### src/rtl/bse_pkg.sv
// Shared types, constants and helper functions of the bitmap set engine.
`default_nettype none

package bse_pkg;

  // Default bitmap capacity in bits and the matching number of bytes.
  localparam int unsigned CAPACITY_BITS_DEF = 4096;
  localparam int unsigned NUM_BYTES_DEF     = (CAPACITY_BITS_DEF + 7) / 8;

  // The search never reports a position beyond the found_position range.
  localparam int unsigned SEARCH_CAP = 4096;

  // The count result saturates at the largest value of its field.
  localparam logic [12:0] COUNT_MAX = 13'h1FFF;

  // Request codes.
  typedef enum logic [3:0] {
    KIND_SET    = 4'd0,
    KIND_CLEAR  = 4'd1,
    KIND_GET    = 4'd2,
    KIND_FLIP   = 4'd3,
    KIND_FLIPR  = 4'd4,
    KIND_AND    = 4'd5,
    KIND_OR     = 4'd6,
    KIND_XOR    = 4'd7,
    KIND_ANDNOT = 4'd8,
    KIND_COUNT  = 4'd9,
    KIND_NEXT   = 4'd10
  } kind_e;

  // Sequencer states.
  typedef enum logic [1:0] {
    ST_CLEAR,
    ST_IDLE,
    ST_RUN,
    ST_FINISH
  } state_e;

  // Number of ones in a byte.
  function automatic logic [3:0] popcount8(input logic [7:0] b);
    logic [3:0] n;
    n = 4'd0;
    for (int i = 0; i < 8; i++) begin
      n = n + {3'd0, b[i]};
    end
    return n;
  endfunction

endpackage

`default_nettype wire

### src/rtl/bse_mem.sv
// Byte-wide synchronous RAM with one write port and one registered read port.
`default_nettype none

module bse_mem #(
  parameter int unsigned DEPTH = bse_pkg::NUM_BYTES_DEF,
  parameter int unsigned AW    = (DEPTH > 1) ? $clog2(DEPTH) : 1
) (
  input  wire logic          clk_i,
  input  wire logic          we_i,
  input  wire logic [AW-1:0] waddr_i,
  input  wire logic [7:0]    wdata_i,
  input  wire logic          re_i,
  input  wire logic [AW-1:0] raddr_i,
  output logic      [7:0]    rdata_o
);

  logic [7:0] mem_q [DEPTH];

  // Write port.
  always_ff @(posedge clk_i) begin
    if (we_i) begin
      mem_q[waddr_i] <= wdata_i;
    end
  end

  // Read port, registered: data for an enabled read is valid in the cycle after the address.
  always_ff @(posedge clk_i) begin
    if (re_i) begin
      rdata_o <= mem_q[raddr_i];
    end
  end

endmodule

`default_nettype wire

### config.mk
export PLATFORM = sky130hd
export DESIGN_NAME = bse_mem
export DESIGN_NICKNAME = d
export VERILOG_FILES = /design/src/rtl/bse_pkg.sv /design/src/rtl/bse_mem.sv
export SDC_FILE = /design/constraint.sdc
export NUM_CORES = 2
export LEC_CHECK = 0
export ABC_CLOCK_PERIOD_IN_PS = 3500
export BUFFER_PORTS_ARGS = -buffer_cell sky130_fd_sc_hd__buf_4
export CAP_MARGIN = 20
export CORE_UTILIZATION = 30
export DETAILED_ROUTE_END_ITERATION = 8
export SLEW_MARGIN = 20
export SYNTH_ARGS = -nofsm -noshare
export SYNTH_HDL_FRONTEND = slang
export SYNTH_SLANG_ARGS = --single-unit
### constraint.sdc
create_clock -name clk_i -period 3.5 [get_ports clk_i]
set_input_delay 0.525 -clock clk_i [delete_from_list [all_inputs] [get_ports clk_i]]
set_output_delay 0.525 -clock clk_i [all_outputs]
set_load 0.02 [all_outputs]
==> out/qor.txt <==
Tightest Pin Transition = 1.12 ns
Critical Path RT = 4.33 ns
Area growth syn-to-layout = 17.2%
R2R setup slack = 0.34 ns
predominant post-synthesis flop cell = edfxtp_1
number of synthesized register bits = 4104
clock slew at reported path FFs = 0.07 ns
CTS max path bufs = 4
GRT Util Overall = 15.6%
nets = 8885
H-tree Lvls = 5
I/O pin total = 37
HP Class = input port to register
post-layout power = 101000 µW
die height = 732 µm
hold path depth = 1
worst hold start = wdata_i[2]
YS warnings = 0
Avg Cell Area, Syn = 19.9 µm²
core region area = 530000 µm²
Inserted Clock Buffers = 397
Max VDD drop = 0.459 mV
number of filler cells placed in the layout = 48.5k
die area = 536000 µm²
post-layout minimum cycle time = 3.16 ns
CP arrival = 3.99 ns
Placer Congestion = 0.887
fmax = 0.317 GHz
Reg-to-Reg Start = mem_q[266][7]
CP endpoint kind = register
endpoints failing setup = 0
reg2reg end = rdata_o[7]
1st-pass router iterations = 6
gr ovfl total = 0
TritonCTS clock tree = done
CTS root buffer = clkbuf_16
clock sinks = 4104
EDFF count, synth = 4104
Pleak = 0.0597 µW
relative slew slack = 24.3%
Syn Nets = 8059
DR vias = 84.3k
final design utilization = 35.4%
number of port buffers = 36
max-slew violations = 0
Detail Route Antenna Nets = 0
asr flop ratio synth = 0%
largest net degree at the start of global routing = 121
crit share post-route = 90.3%
pwr/cell area = 541 nW/µm²
share of cells above drive strength 1 = 23.5%
initial DRC count = 9947
dpl hpwl = 281 mm
number of library cell types mapped by synthesis = 50
critical path type = register to register
clk_skew = 0.0666 ns
Die X = 732 µm
most common cell after layout, fill and taps aside = edfxtp_1
outcome = complete, no violations
synthesized area = 160000 µm²
number of global-route vias before repair = 84.9k
commonest non-fill, non-tap cells in the layout = edfxtp_1, mux2i_1, buf_4, mux4_2, nor2_1
RSZ-0062 raised after global routing = no
DRT Wirelength = 433 mm
Setup crit start = mem_q[266][7]
first-pass GRT wire length = 617 mm
FF-to-FF path depth = 9
Vias/cell = 5.21
WHS = 0.151 ns
Seq/Total Area, Yosys = 77.0%
DR WL/cell = 26.8 µm
Max Cap Viol = 0
Critical Path Fanout Max = 2
# rows = 267
initial antenna violation count = 20
Fin. Hold Viols = 0
drc violations = 0
Clock Latency Late Sink = 0.97 ns
Hold EP = mem_q[193][2]
Gate Count Post-Synth = 8030
crit start category = register
Initial Utilization = 30.2%
## worst max-delay path by stage
| stage | to | cells past startpoint |
|---|---|---|
| after floorplan | rdata_o[0] | 10 |
| after global placement | rdata_o[7] | 8 |
| after detailed placement | rdata_o[7] | 12 |
| after CTS | rdata_o[7] | 9 |
| after global routing | rdata_o[7] | 9 |
| final | rdata_o[7] | 9 |
## Yosys cell counts (2+ instances only)
master | number | area (µm²)
a211oi_1 | 17 | 128
and3b_1 | 4 | 35.0
o22a_1 | 3 | 26.3
o211ai_1 | 2 | 15.0
o21ai_0 | 118 | 591
clkbuf_1 | 265 | 995
buf_8 | 11 | 165
nor2_1 | 597 | 2240
and3_1 | 4 | 25.0
a31oi_1 | 2 | 12.5
inv_1 | 2 | 7.51
nand3_1 | 36 | 180
nand2b_1 | 4 | 25.0
or3_1 | 6 | 37.5
buf_2 | 57 | 285
nand4_1 | 32 | 200
nor3_1 | 109 | 546
nor4_1 | 36 | 225
o2111a_1 | 8 | 90.1
buf_4 | 70 | 526
buf_6 | 64 | 721
nor2b_1 | 6 | 37.5
o31ai_1 | 13 | 97.6
mux2i_1 | 797 | 7980
nand2_1 | 111 | 417
edfxtp_1 | 4104 | 123000
or2_2 | 4 | 25.0
mux4_2 | 654 | 14700
nor3b_1 | 8 | 60.1
o41ai_1 | 7 | 61.3
a211o_1 | 2 | 17.5
buf_1 | 41 | 154
a22o_1 | 5 | 43.8
a21oi_1 | 194 | 971
a22oi_1 | 61 | 458
o22ai_1 | 163 | 1020
o311ai_0 | 5 | 43.8
and2_1 | 20 | 125
a2111oi_0 | 3 | 26.3
o221ai_1 | 371 | 3250
buf_12 | 5 | 100
## power breakdown
part	switching (µW)	internal [µW]
clock network	18500	23200
logic	3550	1960
registers	20.1	54100
## final cells by class
cell class | count | area (µm²) | share of cell area (%)
clock inverters | 229 | 2230 | 1.19
diodes | 8 | 20.0 | 0.0107
multi-input cells | 3410 | 34000 | 18.1
repair buffers | 940 | 8930 | 4.76
inverters | 3 | 18.8 | 0.0100
well taps | 6994 | 8750 | 4.67
clock buffers | 496 | 10300 | 5.52
flip-flops and latches | 4104 | 123000 | 65.7
## repair_timing
action / 4_1_cts / 5_1_grt
buffers inserted: 0 / 0
hold buffers: 7 / 0
setup endpoints to repair: 0 / 0
resized for setup: 0 / 0
endpoints found under the hold margin: 114 / 0
## critical path, cell delays in order (launching register included)
cell,delay (ns)
edfxtp_1,0.33
mux2i_1,0.10
o221ai_1,0.37
a21oi_1,0.22
nor4_1,0.43
buf_4,0.21
nand4_1,0.20
nor4_1,0.80
buf_12,0.18
o2111a_1,0.18
## metrics by stage
step | TNS (ns) | setup slack, ns | cells | area (µm²)
final | 0 | 0.341 | 16200 | 188000
after global placement | -2.96 | -0.486 | 15400 | 175000
after detailed placement | -2.61 | -0.415 | 15400 | 175000
after CTS | 0 | 0.420 | 16200 | 187000
after floorplan | 0 | 0.864 | 8030 | 160000
after global routing | 0 | 0.276 | 16200 | 188000
## flip-flops by register name (all words and copies together), names as in the netlist
signal,count
mem_q,4096
rdata_o,8
## kinds of logic (layout without fill, tap and decap cells)
family	Yosys count	in the layout	share of synthesized area, %
AOI/OAI and AO/OA	979	979	4.31
DFF	4104	4104	77.0
buffers and inverters	516	1668	1.85
and+or+nand+nor	980	980	2.63
other	0	8	0
muxes	1451	1451	14.2
## metal layers
metal  global-route usage, %  up-vias  wire length [µm]
met3                    2.55      737             33500
li1                        -    35100                 -
met4                    5.48       12             16200
met1                    20.8    44600            174000
met5                       0        -                75
met2                    25.7     3856            209000
Note: power is estimated with default switching activity, not from simulation.
